===== config.mk =====
export PLATFORM = sky130hd
export DESIGN_NAME = parent_table_ancestor_check_top_flat
export DESIGN_NICKNAME = d
export VERILOG_FILES = /design/src/rtl/ptac_pkg.sv /design/src/rtl/ptac_if.sv /design/src/rtl/ptac_ram.sv /design/src/rtl/ptac_seq.sv /design/src/rtl/parent_table_ancestor_check_top.sv /design/src/flat_wrapper.sv
export SDC_FILE = /design/constraint.sdc
export NUM_CORES = 2
export LEC_CHECK = 0
export BUFFER_PORTS_ARGS = -buffer_cell sky130_fd_sc_hd__buf_4
export CAP_MARGIN = 20
export CORE_ASPECT_RATIO = 0.6
export CORE_MARGIN = 4
export CORE_UTILIZATION = 40
export CTS_CLUSTER_SIZE = 24
export DETAILED_ROUTE_END_ITERATION = 8
export PLACE_DENSITY = 0.56
export SLEW_MARGIN = 20
export SYNTH_ARGS = -nofsm -noshare
export SYNTH_HDL_FRONTEND = slang
export SYNTH_HIERARCHICAL = 1
export SYNTH_SLANG_ARGS = --single-unit

===== constraint.sdc =====
create_clock -name i_clk -period 15 [get_ports i_clk]
set_clock_uncertainty 0.1 [all_clocks]
set_input_delay 0 -clock i_clk [delete_from_list [all_inputs] [get_ports i_clk]]
set_output_delay 0 -clock i_clk [all_outputs]
set_load 0.01 [all_outputs]

===== src/rtl/ptac_pkg.sv =====
package ptac_pkg;

    // Storage geometry and walk bound.
    localparam int STORE_DEPTH     = 256;
    localparam int DEF_MAX_ENTRIES = 256;
    localparam int WALK_LIMIT      = 256;
    localparam int IDX_W           = $clog2(STORE_DEPTH);
    localparam int COUNT_W         = IDX_W + 1;
    localparam int STEP_W          = $clog2(WALK_LIMIT);

    typedef enum logic [1:0] {
        KIND_ADD   = 2'd0,
        KIND_SET   = 2'd1,
        KIND_QUERY = 2'd2,
        KIND_NONE  = 2'd3
    } t_kind;

    typedef enum logic [1:0] {
        ST_OK        = 2'd0,
        ST_FULL      = 2'd1,
        ST_BAD_INDEX = 2'd2,
        ST_LIMIT     = 2'd3
    } t_status;

    typedef enum logic [2:0] {
        S_IDLE,
        S_DECODE,
        S_WR2,
        S_WALK,
        S_DONE
    } t_state;

    // Strobes from the sequencer to the datapath.
    typedef struct packed {
        logic in_ready;
        logic capture;
        logic decode;
        logic second_wr;
        logic walk;
        logic finish;
    } t_ctrl;

    // Decisions from the datapath to the sequencer.
    typedef struct packed {
        logic dec_walk;
        logic dec_two;
        logic walk_end;
        logic out_free;
    } t_flags;

endpackage


===== src/rtl/ptac_if.sv =====
interface ptac_in_if;
    logic       valid;
    logic       ready;
    logic [1:0] kind;
    logic [7:0] entry;
    logic [7:0] other;
    logic       make_root;
    logic       parent_new;

    modport source (output valid, kind, entry, other, make_root, parent_new, input ready);
    modport sink   (input valid, kind, entry, other, make_root, parent_new, output ready);
endinterface

interface ptac_out_if;
    logic       valid;
    logic       ready;
    logic [1:0] status;
    logic [7:0] new_index;
    logic [7:0] parent_assigned;
    logic       is_ancestor;

    modport source (output valid, status, new_index, parent_assigned, is_ancestor, input ready);
    modport sink   (input valid, status, new_index, parent_assigned, is_ancestor, output ready);
endinterface


===== src/rtl/ptac_ram.sv =====
module ptac_ram #(
    parameter int WIDTH = 8,
    parameter int DEPTH = 256
) (
    input  logic                     i_clk,
    input  logic                     i_we,
    input  logic [$clog2(DEPTH)-1:0] i_waddr,
    input  logic [WIDTH-1:0]         i_wdata,
    input  logic [$clog2(DEPTH)-1:0] i_raddr,
    output logic [WIDTH-1:0]         o_rdata
);

    logic [WIDTH-1:0] r_mem [DEPTH];
    logic [WIDTH-1:0] r_rdata;

    always_ff @(posedge i_clk) begin
        if (i_we) begin
            r_mem[i_waddr] <= i_wdata;
        end
        r_rdata <= r_mem[i_raddr];
    end

    assign o_rdata = r_rdata;

endmodule


===== src/rtl/ptac_seq.sv =====
module ptac_seq (
    input  logic             i_clk,
    input  logic             i_rst_n,
    input  logic             i_req_valid,
    input  ptac_pkg::t_flags i_flags,
    output ptac_pkg::t_ctrl  o_ctrl
);

    ptac_pkg::t_state r_state;
    ptac_pkg::t_state n_state;

    always_ff @(posedge i_clk) begin
        if (!i_rst_n) begin
            r_state <= ptac_pkg::S_IDLE;
        end else begin
            r_state <= n_state;
        end
    end

    always_comb begin
        n_state = r_state;
        case (r_state)
            ptac_pkg::S_IDLE: begin
                if (i_req_valid) begin
                    n_state = ptac_pkg::S_DECODE;
                end
            end
            ptac_pkg::S_DECODE: begin
                if (i_flags.dec_walk) begin
                    n_state = ptac_pkg::S_WALK;
                end else if (i_flags.dec_two) begin
                    n_state = ptac_pkg::S_WR2;
                end else begin
                    n_state = ptac_pkg::S_DONE;
                end
            end
            ptac_pkg::S_WR2: begin
                n_state = ptac_pkg::S_DONE;
            end
            ptac_pkg::S_WALK: begin
                if (i_flags.walk_end) begin
                    n_state = ptac_pkg::S_DONE;
                end
            end
            ptac_pkg::S_DONE: begin
                if (i_flags.out_free) begin
                    n_state = ptac_pkg::S_IDLE;
                end
            end
            default: begin
                n_state = ptac_pkg::S_IDLE;
            end
        endcase
    end

    always_comb begin
        o_ctrl = '0;
        case (r_state)
            ptac_pkg::S_IDLE: begin
                o_ctrl.in_ready = 1'b1;
                o_ctrl.capture  = i_req_valid;
            end
            ptac_pkg::S_DECODE: begin
                o_ctrl.decode = 1'b1;
            end
            ptac_pkg::S_WR2: begin
                o_ctrl.second_wr = 1'b1;
            end
            ptac_pkg::S_WALK: begin
                o_ctrl.walk = 1'b1;
            end
            ptac_pkg::S_DONE: begin
                o_ctrl.finish = i_flags.out_free;
            end
            default: begin
                o_ctrl = '0;
            end
        endcase
    end

endmodule


===== src/rtl/parent_table_ancestor_check_top.sv =====
// Channel   Dir  Handshake      Payload
// i_req     in   valid / ready  kind, entry, other, make_root, parent_new
// o_res     out  valid / ready  status, new_index, parent_assigned, is_ancestor
//
// An add, a set, an unused kind or an item failing its checks runs from acceptance through
// decode to the done state, where its result is registered; an add that also allocates a
// root parent passes a second-write state first, as the table has one write port. A query
// with valid, differing indices walks the chain, at most 256 table reads, one chain step
// per cycle as the table's read port is registered. Reset clears the count and control only.
// A waiting result lets the next item run, but holds it in its final cycle until taken.
module parent_table_ancestor_check_top #(
    parameter int MAX_ENTRIES = ptac_pkg::DEF_MAX_ENTRIES
) (
    input  logic        i_clk,
    input  logic        i_rst_n,
    ptac_in_if.sink     i_req,
    ptac_out_if.source  o_res
);

    // Usable entries are bounded both by the parameter and by the table depth.
    localparam int CAPACITY = (MAX_ENTRIES < ptac_pkg::STORE_DEPTH) ?
                              MAX_ENTRIES : ptac_pkg::STORE_DEPTH;
    localparam int IW = ptac_pkg::IDX_W;
    localparam int CW = ptac_pkg::COUNT_W;
    localparam int SW = ptac_pkg::STEP_W;

    ptac_pkg::t_ctrl  w_ctrl;
    ptac_pkg::t_flags w_flags;

    // Captured item.
    ptac_pkg::t_kind  r_kind;
    logic [IW-1:0]    r_entry;
    logic [IW-1:0]    r_other;
    logic             r_make_root;
    logic             r_parent_new;

    // Allocation state and walk state.
    logic [CW-1:0]    r_count;
    logic [IW-1:0]    r_cur;
    logic [SW-1:0]    r_steps;

    // Pending result and output register.
    ptac_pkg::t_status r_res_status;
    logic [IW-1:0]     r_res_new;
    logic [IW-1:0]     r_res_par;
    logic              r_res_anc;
    logic              r_out_valid;
    ptac_pkg::t_status r_out_status;
    logic [IW-1:0]     r_out_new;
    logic [IW-1:0]     r_out_par;
    logic              r_out_anc;

    // Table port.
    logic          w_mem_we;
    logic [IW-1:0] w_mem_waddr;
    logic [IW-1:0] w_mem_wdata;
    logic [IW-1:0] w_mem_raddr;
    logic [IW-1:0] w_rdata;

    // Decode results.
    ptac_pkg::t_status n_status;
    logic [IW-1:0]     n_new;
    logic [IW-1:0]     n_par;
    logic              n_anc;
    logic              n_we;
    logic [IW-1:0]     n_waddr;
    logic [IW-1:0]     n_wdata;
    logic              n_count_inc;
    logic              n_walk;
    logic              n_two;

    logic w_room1;
    logic w_room2;
    logic w_entry_ok;
    logic w_other_ok;
    logic w_is_root;
    logic w_at_limit;
    logic w_hit;

    ptac_seq u_seq (
        .i_clk       (i_clk),
        .i_rst_n     (i_rst_n),
        .i_req_valid (i_req.valid),
        .i_flags     (w_flags),
        .o_ctrl      (w_ctrl)
    );

    ptac_ram #(
        .WIDTH (IW),
        .DEPTH (ptac_pkg::STORE_DEPTH)
    ) u_table (
        .i_clk   (i_clk),
        .i_we    (w_mem_we),
        .i_waddr (w_mem_waddr),
        .i_wdata (w_mem_wdata),
        .i_raddr (w_mem_raddr),
        .o_rdata (w_rdata)
    );

    // Bounds checks against the current fill.
    assign w_room1    = r_count < CW'(CAPACITY);
    assign w_room2    = ((CW+1)'(r_count) + (CW+1)'(2)) <= (CW+1)'(CAPACITY);
    assign w_entry_ok = CW'(r_entry) < r_count;
    assign w_other_ok = CW'(r_other) < r_count;

    always_comb begin
        n_status    = ptac_pkg::ST_OK;
        n_new       = '0;
        n_par       = '0;
        n_anc       = 1'b0;
        n_we        = 1'b0;
        n_waddr     = r_count[IW-1:0];
        n_wdata     = r_count[IW-1:0];
        n_count_inc = 1'b0;
        n_walk      = 1'b0;
        n_two       = 1'b0;
        case (r_kind)
            ptac_pkg::KIND_ADD: begin
                if (r_make_root) begin
                    // The new entry is a root: it points to itself.
                    if (!w_room1) begin
                        n_status = ptac_pkg::ST_FULL;
                    end else begin
                        n_we        = 1'b1;
                        n_count_inc = 1'b1;
                        n_new       = r_count[IW-1:0];
                        n_par       = r_count[IW-1:0];
                    end
                end else if (r_parent_new) begin
                    // Parent root goes in now, the child in the next cycle.
                    if (!w_room2) begin
                        n_status = ptac_pkg::ST_FULL;
                    end else begin
                        n_we        = 1'b1;
                        n_count_inc = 1'b1;
                        n_two       = 1'b1;
                        n_new       = r_count[IW-1:0] + IW'(1);
                        n_par       = r_count[IW-1:0];
                    end
                end else if (!w_other_ok) begin
                    n_status = ptac_pkg::ST_BAD_INDEX;
                end else if (!w_room1) begin
                    n_status = ptac_pkg::ST_FULL;
                end else begin
                    n_we        = 1'b1;
                    n_wdata     = r_other;
                    n_count_inc = 1'b1;
                    n_new       = r_count[IW-1:0];
                    n_par       = r_other;
                end
            end
            ptac_pkg::KIND_SET: begin
                if (!w_entry_ok || !w_other_ok) begin
                    n_status = ptac_pkg::ST_BAD_INDEX;
                end else begin
                    n_we    = 1'b1;
                    n_waddr = r_entry;
                    n_wdata = r_other;
                    n_par   = r_other;
                end
            end
            ptac_pkg::KIND_QUERY: begin
                if (!w_entry_ok || !w_other_ok) begin
                    n_status = ptac_pkg::ST_BAD_INDEX;
                end else if (r_entry == r_other) begin
                    n_anc = 1'b1;
                end else begin
                    n_walk = 1'b1;
                end
            end
            default: begin
                n_status = ptac_pkg::ST_OK;
            end
        endcase
    end

    // One chain step per cycle: the word read last cycle is the parent of r_cur.
    assign w_is_root  = w_rdata == r_cur;
    assign w_at_limit = r_steps == SW'(ptac_pkg::WALK_LIMIT - 1);
    assign w_hit      = w_rdata == r_other;

    // The second write of a new-parent add places the child, whose parent is the
    // entry written just before it.
    assign w_mem_we    = (w_ctrl.decode && n_we) || w_ctrl.second_wr;
    assign w_mem_waddr = w_ctrl.second_wr ? r_count[IW-1:0] : n_waddr;
    assign w_mem_wdata = w_ctrl.second_wr ? (r_count[IW-1:0] - IW'(1)) : n_wdata;
    assign w_mem_raddr = w_ctrl.walk ? w_rdata : r_entry;

    assign w_flags.dec_walk = n_walk;
    assign w_flags.dec_two  = n_two;
    assign w_flags.walk_end = w_is_root || w_at_limit || w_hit;
    assign w_flags.out_free = !r_out_valid || o_res.ready;

    always_ff @(posedge i_clk) begin
        if (!i_rst_n) begin
            r_count     <= '0;
            r_out_valid <= 1'b0;
        end else begin
            if ((w_ctrl.decode && n_count_inc) || w_ctrl.second_wr) begin
                r_count <= r_count + CW'(1);
            end
            if (w_ctrl.finish) begin
                r_out_valid <= 1'b1;
            end else if (o_res.ready) begin
                r_out_valid <= 1'b0;
            end
        end
    end

    always_ff @(posedge i_clk) begin
        if (w_ctrl.capture) begin
            r_kind       <= ptac_pkg::t_kind'(i_req.kind);
            r_entry      <= i_req.entry;
            r_other      <= i_req.other;
            r_make_root  <= i_req.make_root;
            r_parent_new <= i_req.parent_new;
        end
        if (w_ctrl.decode) begin
            r_res_status <= n_status;
            r_res_new    <= n_new;
            r_res_par    <= n_par;
            r_res_anc    <= n_anc;
            r_cur        <= r_entry;
            r_steps      <= '0;
        end
        if (w_ctrl.walk && !w_is_root) begin
            if (w_at_limit) begin
                r_res_status <= ptac_pkg::ST_LIMIT;
            end else if (w_hit) begin
                r_res_anc <= 1'b1;
            end else begin
                r_cur   <= w_rdata;
                r_steps <= r_steps + SW'(1);
            end
        end
        if (w_ctrl.finish) begin
            r_out_status <= r_res_status;
            r_out_new    <= r_res_new;
            r_out_par    <= r_res_par;
            r_out_anc    <= r_res_anc;
        end
    end

    assign i_req.ready           = w_ctrl.in_ready;
    assign o_res.valid           = r_out_valid;
    assign o_res.status          = r_out_status;
    assign o_res.new_index       = r_out_new;
    assign o_res.parent_assigned = r_out_par;
    assign o_res.is_ancestor     = r_out_anc;

    // A chain walk only reads the table.
    a_walk_no_write: assert property (@(posedge i_clk) disable iff (!i_rst_n)
        w_ctrl.walk |-> !w_mem_we)
        else $error("table written during a chain walk");

    // The fill never passes the capacity.
    a_count_bound: assert property (@(posedge i_clk) disable iff (!i_rst_n)
        r_count <= CW'(CAPACITY))
        else $error("entry count above capacity");

    // Each step of a walk that goes on counts one more table read.
    a_step_count: assert property (@(posedge i_clk) disable iff (!i_rst_n)
        (w_ctrl.walk && !w_flags.walk_end) |=> (r_steps == SW'($past(r_steps) + SW'(1))))
        else $error("walk step counter out of sequence");

    // Only an add changes the fill.
    a_count_add_only: assert property (@(posedge i_clk) disable iff (!i_rst_n)
        ($past(i_rst_n) && (r_count != $past(r_count))) |->
        ($past(r_kind) == ptac_pkg::KIND_ADD))
        else $error("entry count changed by an item that is not an add");

endmodule

===== src/flat_wrapper.sv =====
// flat-port wrapper written by rule: the top's interface ports become plain ports
module parent_table_ancestor_check_top_flat 
#(
    parameter int MAX_ENTRIES = ptac_pkg::DEF_MAX_ENTRIES
)
  (i_clk, i_rst_n, i_req_valid, i_req_kind, i_req_entry, i_req_other, i_req_make_root, i_req_parent_new, i_req_ready, o_res_valid, o_res_status, o_res_new_index, o_res_parent_assigned, o_res_is_ancestor, o_res_ready);
  ptac_in_if i_req_i ();
  ptac_out_if o_res_i ();
  input  logic i_clk;
  input  logic i_rst_n;
  input wire logic [$bits(i_req_i.valid)-1:0] i_req_valid;
  input wire logic [$bits(i_req_i.kind)-1:0] i_req_kind;
  input wire logic [$bits(i_req_i.entry)-1:0] i_req_entry;
  input wire logic [$bits(i_req_i.other)-1:0] i_req_other;
  input wire logic [$bits(i_req_i.make_root)-1:0] i_req_make_root;
  input wire logic [$bits(i_req_i.parent_new)-1:0] i_req_parent_new;
  output wire logic [$bits(i_req_i.ready)-1:0] i_req_ready;
  output wire logic [$bits(o_res_i.valid)-1:0] o_res_valid;
  output wire logic [$bits(o_res_i.status)-1:0] o_res_status;
  output wire logic [$bits(o_res_i.new_index)-1:0] o_res_new_index;
  output wire logic [$bits(o_res_i.parent_assigned)-1:0] o_res_parent_assigned;
  output wire logic [$bits(o_res_i.is_ancestor)-1:0] o_res_is_ancestor;
  input wire logic [$bits(o_res_i.ready)-1:0] o_res_ready;
  assign i_req_i.valid = i_req_valid;
  assign i_req_i.kind = i_req_kind;
  assign i_req_i.entry = i_req_entry;
  assign i_req_i.other = i_req_other;
  assign i_req_i.make_root = i_req_make_root;
  assign i_req_i.parent_new = i_req_parent_new;
  assign i_req_ready = i_req_i.ready;
  assign o_res_valid = o_res_i.valid;
  assign o_res_status = o_res_i.status;
  assign o_res_new_index = o_res_i.new_index;
  assign o_res_parent_assigned = o_res_i.parent_assigned;
  assign o_res_is_ancestor = o_res_i.is_ancestor;
  assign o_res_i.ready = o_res_ready;
  parent_table_ancestor_check_top #(.MAX_ENTRIES(MAX_ENTRIES)) u_core (.i_clk(i_clk), .i_rst_n(i_rst_n), .i_req(i_req_i), .o_res(o_res_i));
endmodule

# Word-level counts from Yosys, hierarchy flattened
# Memory sizes are Yosys's and may differ from the RTL's. A register that Yosys moved wholly into a read port is not among the register bits.
# Cells that the tools add are included.
dict set report totals {
  reg_bits 87
  ramBits 2048
  word_cells 136
  n_memories 1
}
# memory depth width read_ports rd_clocked_by_memory_dff wr line_no
set memory_table {}
lappend memory_table {u_core.u_table.r_mem 256 8 1 1 1 ptac_ram.sv:13} ;# logic [WIDTH-1:0] r_mem [DEPTH];
dict set report classes {
  addsub 5
  magnitude_cmp 4
  eq_ne 13
  mux 77
  reduce_logical 18
}
# operator n
set op_table {}
lappend op_table {{$mux W8} 29}
lappend op_table {{$pmux W8 S2} 2}
lappend op_table {{$mux W1} 30}
lappend op_table {{$eq A8 B8 Y1} 3}
lappend op_table {{$lt A8 B9 Y1} 2}
lappend op_table {{$add A8 B1 Y8 const B} 2}
lappend op_table {{$mux W2} 8}
lappend op_table {{$mux W3} 5}
lappend op_table {{$pmux W3 S5} 1}
lappend op_table {{$add A9 B2 Y10 const B} 1}
lappend op_table {{$le A10 B9 Y1 const B} 1}
lappend op_table {{$add A9 B1 Y9 const B} 1}
lappend op_table {{$lt A9 B9 Y1 const B} 1}
lappend op_table {{$eq A8 B8 Y1 const B} 1}
lappend op_table {{$sub A8 B1 Y8 const B} 1}
lappend op_table {{$eq A3 B2 Y1 const B} 2}
lappend op_table {{$logic_or A1 B1 Y1} 6}
lappend op_table {{$ne A2 B2 Y1 const B} 3}
lappend op_table {{$logic_not A1 Y1} 4}
lappend op_table {{$pmux W2 S2} 1}
lappend op_table {{$eq A3 B1 Y1 const B} 1}
lappend op_table {{$eq A3 B3 Y1 const B} 1}
lappend op_table {{$logic_and A1 B1 Y1} 3}
lappend op_table {{$logic_not A3 Y1} 1}
lappend op_table {{7 further kinds} 7}

# Logic depth before layout (Yosys ltp)
dict set report logic_depth {
  depth_word 10
  mapped_depth 16
  ltp_nobuf 12
}

# Cells and area by module
# The synthesis kept the hierarchy.
# module instances cells_per_inst area_per_inst_um2
set modules_own_cells {}
lappend modules_own_cells {ptac_ram 1 3733 79556.3}
lappend modules_own_cells {parent_table_ancestor_check_top 1 478 4903.5}
lappend modules_own_cells {ptac_seq 1 25 230.2}

# Least setup slack after synthesis
# No wires, ideal clock.
dict set report synth_timing {
  kind {register -> register}
  startpoint {register u_core.r_count[2]}
  endpoint {memory u_core.u_table.r_mem[0][5] (data pin)}
  setup_time_ns 2.252
  t_arrival_ns 12.485
  required_time_ns 12.648
  slack_ns 0.163
  path_stages_with_launch 11
  path_buffers 2
  synth_period_minus_slack_ns 14.837
  path_cell_list {dfxtp_1 -> clkbuf_1 -> inv_1 -> ha_1 -> nand2_1 -> o21ai_1 -> a21oi_2 -> o21ai_0 -> buf_2 -> nor3_1 -> o311ai_1}
}
dict set report synth_via {
  elab_chain_len 7
  elab_cells_between_ends 14
  cone_classes {add/sub (1); order compare (3); mux (7); reduce/logical (3)}
}
# item line_no
set synth_rtl {}
lappend synth_rtl {{start: declaration} parent_table_ancestor_check_top.sv:38} ;# logic [CW-1:0] r_count;
lappend synth_rtl {{start signal: assignment} parent_table_ancestor_check_top.sv:200} ;# r_count <= r_count + CW'(1);
lappend synth_rtl {{$lt A9 B9 Y1} parent_table_ancestor_check_top.sv:101} ;# assign w_room1 = r_count < CW'(CAPACITY);
lappend synth_rtl {{$mux W8} parent_table_ancestor_check_top.sv:142} ;# end else if (!w_room1) begin
lappend synth_rtl {{$mux W8} parent_table_ancestor_check_top.sv:140} ;# end else if (!w_other_ok) begin
lappend synth_rtl {{$mux W8} parent_table_ancestor_check_top.sv:129} ;# end else if (r_parent_new) begin
lappend synth_rtl {{$mux W8} parent_table_ancestor_check_top.sv:119} ;# if (r_make_root) begin
lappend synth_rtl {{$pmux W8 S2} parent_table_ancestor_check_top.sv:117} ;# case (r_kind)
lappend synth_rtl {{$mux W8 (*)} parent_table_ancestor_check_top.sv:186} ;# assign w_mem_wdata = w_ctrl.second_wr ? (r_count[IW-1:0] - IW'(1)) : n_wdata;
lappend synth_rtl {{net u_core.w_mem_wdata[5]} parent_table_ancestor_check_top.sv:56} ;# logic [IW-1:0] w_mem_wdata;
lappend synth_rtl {{end: declaration} ptac_ram.sv:13}
# The timed path passes the listed nets; every way through them passes the cells marked *.

# Final worst setup path
dict set report layout_timing {
  startpoint {register u_core.r_count[4]}
  endpoint {memory u_core.u_table.r_mem[199][3] (enable)}
}
dict set report layout_via {
  elab_cells_between_ends 22
  cone_classes {add/sub (1); order compare (4); mux (12); reduce/logical (5)}
}
# item line_no
set layout_rtl {}
lappend layout_rtl {{$lt A8 B9 Y1 (on tied branches)} {parent_table_ancestor_check_top.sv:103, parent_table_ancestor_check_top.sv:104}}
lappend layout_rtl {{$logic_not A1 Y1 (on tied branches)} --}
lappend layout_rtl {{$logic_or A1 B1 Y1} parent_table_ancestor_check_top.sv:153} ;# if (!w_entry_ok || !w_other_ok) begin
lappend layout_rtl {{$mux W8} parent_table_ancestor_check_top.sv:153}
lappend layout_rtl {{$mux W8} parent_table_ancestor_check_top.sv:117}
lappend layout_rtl {{$mux W8 (*)} parent_table_ancestor_check_top.sv:185} ;# assign w_mem_waddr = w_ctrl.second_wr ? r_count[IW-1:0] : n_waddr;
lappend layout_rtl {{net u_core.w_mem_waddr[4]} parent_table_ancestor_check_top.sv:55} ;# logic [IW-1:0] w_mem_waddr;
# Marked as above.

==> flow_summary.json <==
{
  "outcome": "completed",
  "largest_registers": "u_core/u_table/r_mem (2048), u_core/r_count (9)",
  "combinational_family_with_the_most_area_after_synthesis": "multiplexers",
  "post_synth_num_cell_types": 87,
  "routed_via_density": 6.06,
  "global_route_overflow": 0,
  "die_w_um": 602,
  "wire_per_inst_um": 31.8,
  "synthDominantAreaCellType": "edfxtp_1",
  "std_cell_rows": 130,
  "report.final.setup_viol": 0,
  "design.die.area_um2": 219000,
  "cpPeakStageDelay_ns": 1.04,
  "post_synth_inst_count": 4236,
  "post_route_cells_drive_above_1_share_pct": 21.3,
  "swShare_pct": 22.9,
  "peakVddDrop_uv": 102,
  "finish.net_count": 4406,
  "dp_worst_setup_slack_ns": 8.44,
  "seq_power_share_pct": 52.9,
  "ioPinCount": 45,
  "cts.sink_count": 2143,
  "utilization_pct": 45.1,
  "min_period_over_period_pct": 45.3,
  "synth_top_area_share_pct": 74.6,
  "final-hold-violation-count": 0,
  "placeableCoreArea_um2": 210000,
  "worstPathBufferInverterCount": 1,
  "fmaxAchievable_ghz": 0.147,
  "critical_path.slowest_cell": "nor2_1",
  "synth_compound_gate_area_share_pct": 4.26,
  "grt_pass1_wl_um": 331000,
  "buffer_ports.inserted": 44,
  "postPlaceCellArea_um2": 88200,
  "synth_common_cells": "edfxtp_1, mux4_2, nor2_1, mux2i_1, a22oi_1",
  "dp.final_hpwl_um": 142000,
  "cts_max_level": 4,
  "place.gp.congestion": 0.897,
  "wl_met1_um": 110000,
  "largest_reg_flops": 2048,
  "num_vias": 44500,
  "worst-path-max-fanout": 16,
  "path_class": "flop to flop",
  "cp_data_required_time_ns": 15.34,
  "grt_antenna_before_repair": 14,
  "power.density_nw_per_um2": 134,
  "initial_utilization_pct": 40.3,
  "yosys.area_share.simple_pct": 3.46,
  "ys_dominant_reg_cell": "edfxtp_1",
  "synth.yosys.seq_area_share_pct": 75.5,
  "wl_met2_um": 91900,
  "grt_start_max_net_pins": 192,
  "final_critical_path_setup_slack_ns": 8.20,
  "synth_adder_area_share_pct": 0.310,
  "yosys_warnings": 6,
  "final_area_um2": 94800,
  "groute.usage.overall_pct": 20.9,
  "end_kind": "flop",
  "critical-path-top-cell-by-count": "nor2_1",
  "worst_pin_slew_ns": 1.29,
  "maxSlewHeadroom_pct": 13.8,
  "p_int_uw": 9760,
  "antenna_cells_inserted": 0,
  "drt_drc_violations_left": 0,
  "power.static_leakage_uw": 0.0299,
  "grt_pass1_vias": 42400,
  "cp_data_arrival_time_ns": 7.14,
  "top_layer_used": "met4",
  "detail_route.first_pass.iterations": 5,
  "clock_latency_on_the_worst_skew_pair_ns": 0.84,
  "finalWorstPathRequiredPeriod_ns": 6.80,
  "cts.reportedPaths.clkPinSlew_ns": 0.07,
  "share_clk_of_total_power_pct": 39.0,
  "setup.worst_path.start_class": "flop",
  "finalWirelength_um": 233000,
  "synthesis.nets": 4281,
  "routed-wl-met3_um": 27700,
  "clk_path_buf_depth": 4,
  "num-fill-cells": 17600,
  "grt_setup_unrepaired": "false",
  "synth.area.top_cells": "edfxtp_1, mux4_2, mux2i_1",
  "synth_area_um2": 84700,
  "cts_tree": "done",
  "holdCritPathClass": "input port to flop",
  "max_flop_register": "u_core/u_table/r_mem",
  "die_h_um": 364,
  "count_of_maximum_capacitance_violations": 0,
  "cts_post_setup_buffers_inserted": 0,
  "number_of_flops_mapped_to_enable_cells_by_yosys": 2103,
  "detailedRoute.firstIterationViolations": 6877,
  "setup-tns-final_ns": 0,
  "critPathTopFamily": "simple AND/OR/NAND/NOR gates",
  "p_switching_uw": 2900,
  "ys_seq_elements": 2143,
  "final-max-slew-violation-count": 0,
  "syn2layout_area_growth_pct": 11.9,
  "syn_avg_cell_area_um2": 20.0,
  "yosys.area_share.xor_xnor_pct": 0.321,
  "cts-buffers-inserted": 194,
  "final_antenna_net_count": 0,
  "p_comb_share_pct": 8.1,
  "root_buffer": "clkbuf_16",
  "crit_path_cell_trace": "inv_1 -> ha_1 -> a21oi_1 -> nor2_2 -> a21oi_2 -> o21a_1 -> nand3_2 -> mux2_2 -> nor2_1 -> nand4_1 -> nor2_1",
  "synthMostInstantiatedCell": "edfxtp_1",
  "synthArstFlopShare_pct": 0,
  "yosys-mux-area-fraction_pct": 14.2
}
[cells in the final DEF, fill, tap and decap left out, types with 16 or more instances in the layout]
master / n
clkinv_2: 32
o211ai_1: 20
nand4_1: 21
nand3_1: 40
clkbuf_16: 196
o221ai_1: 46
nor4_1: 19
edfxtp_1: 2103
bufinv_16: 21
nor3_1: 29
mux2i_1: 147
a211oi_1: 21
nand2_1: 79
buf_4: 131
ha_1: 21
o22ai_1: 33
xor2_1: 24
inv_1: 21
dfxtp_1: 40
a22o_1: 18
a22oi_1: 133
mux2_2: 16
nor2b_1: 35
a21oi_1: 124
o21ai_0: 36
nor2_1: 291
clkbuf_1: 39
clkinv_1: 35
mux4_2: 454
dlygate4sd3_1: 46
[per-stage QoR]
stage / std cells / power [uW] / hold slack (ns)
2_1_floorplan: 4236 / 7490 / -0.00113
3_3_place_gp: 6946 / 7820 / 0.0788
3_5_place_dp: 6956 / 7840 / 0.0796
4_1_cts: 7340 / 12700 / 0.0547
5_1_grt: 7341 / 13100 / 0.128
6_report: 7341 / 12700 / 0.144
[kinds of logic after synthesis]
logic type,after synthesis
adder cells (fa/ha/maj),21
multiplexers,625
AO/OA/AOI/OAI,513
XOR/XNOR,31
flip-flops,2143
AND/OR/NAND/NOR,621
buffers and inverters,282
[path summary, 6_finish.rpt]
check	startpoint	endpoint	slack, ns	depth (start not counted)
max	u_core/r_count[4]	u_core/u_table/r_mem[199][3]	8.20	11
min	o_res_ready	u_core/o_res.valid	0.14	4
max reg2reg	u_core/r_count[4]	u_core/u_table/r_mem[199][3]	8.20	11
min reg2reg	u_core/r_res_par[3]	u_core/o_res.parent_assigned[3]	0.32	0
[what timing repair did]
action	CTS	global route
hold buffers	46	0
endpoints found under the setup margin	0	0
hold endpoints to repair	53	0
resized for setup	0	0
[area by class of cell]
class / count / area (um^2) / area share, %
Sequential cell: 2143 / 64000 / 67.5
Multi-Input combinational cell: 1811 / 19400 / 20.5
Clock buffer: 237 / 5080 / 5.36
Tap cell: 2838 / 3550 / 3.75
Timing Repair Buffer: 189 / 1670 / 1.76
Clock inverter: 101 / 1040 / 1.10
Inverter: 22 / 82.6 / 0.0871
[per-layer routing]
metal	global-route usage, %	up-vias
li1	-	17800
met1	34.7	23900
met2	27.1	2503
met3	5.76	266
met4	3.68	0
met5	0	-
[power groups by stage]
stage / sequential (uW) / combinational, uW / clock, uW
after floorplan: 6860 / 629 / 0
after global placement: 6830 / 992 / 0
after detailed placement: 6830 / 1010 / 0
after CTS: 6700 / 1020 / 5030
after global routing: 6700 / 1080 / 5310
final: 6700 / 1020 / 4940
[worst min-delay path: cells and delay by family]
kind,cells,cell delay [ns]
and+or+nand+nor,1,0.25
AOI/OAI and AO/OA,1,0.13
buffers and inverters,2,0.63
Power figures use the tool's default switching activity.
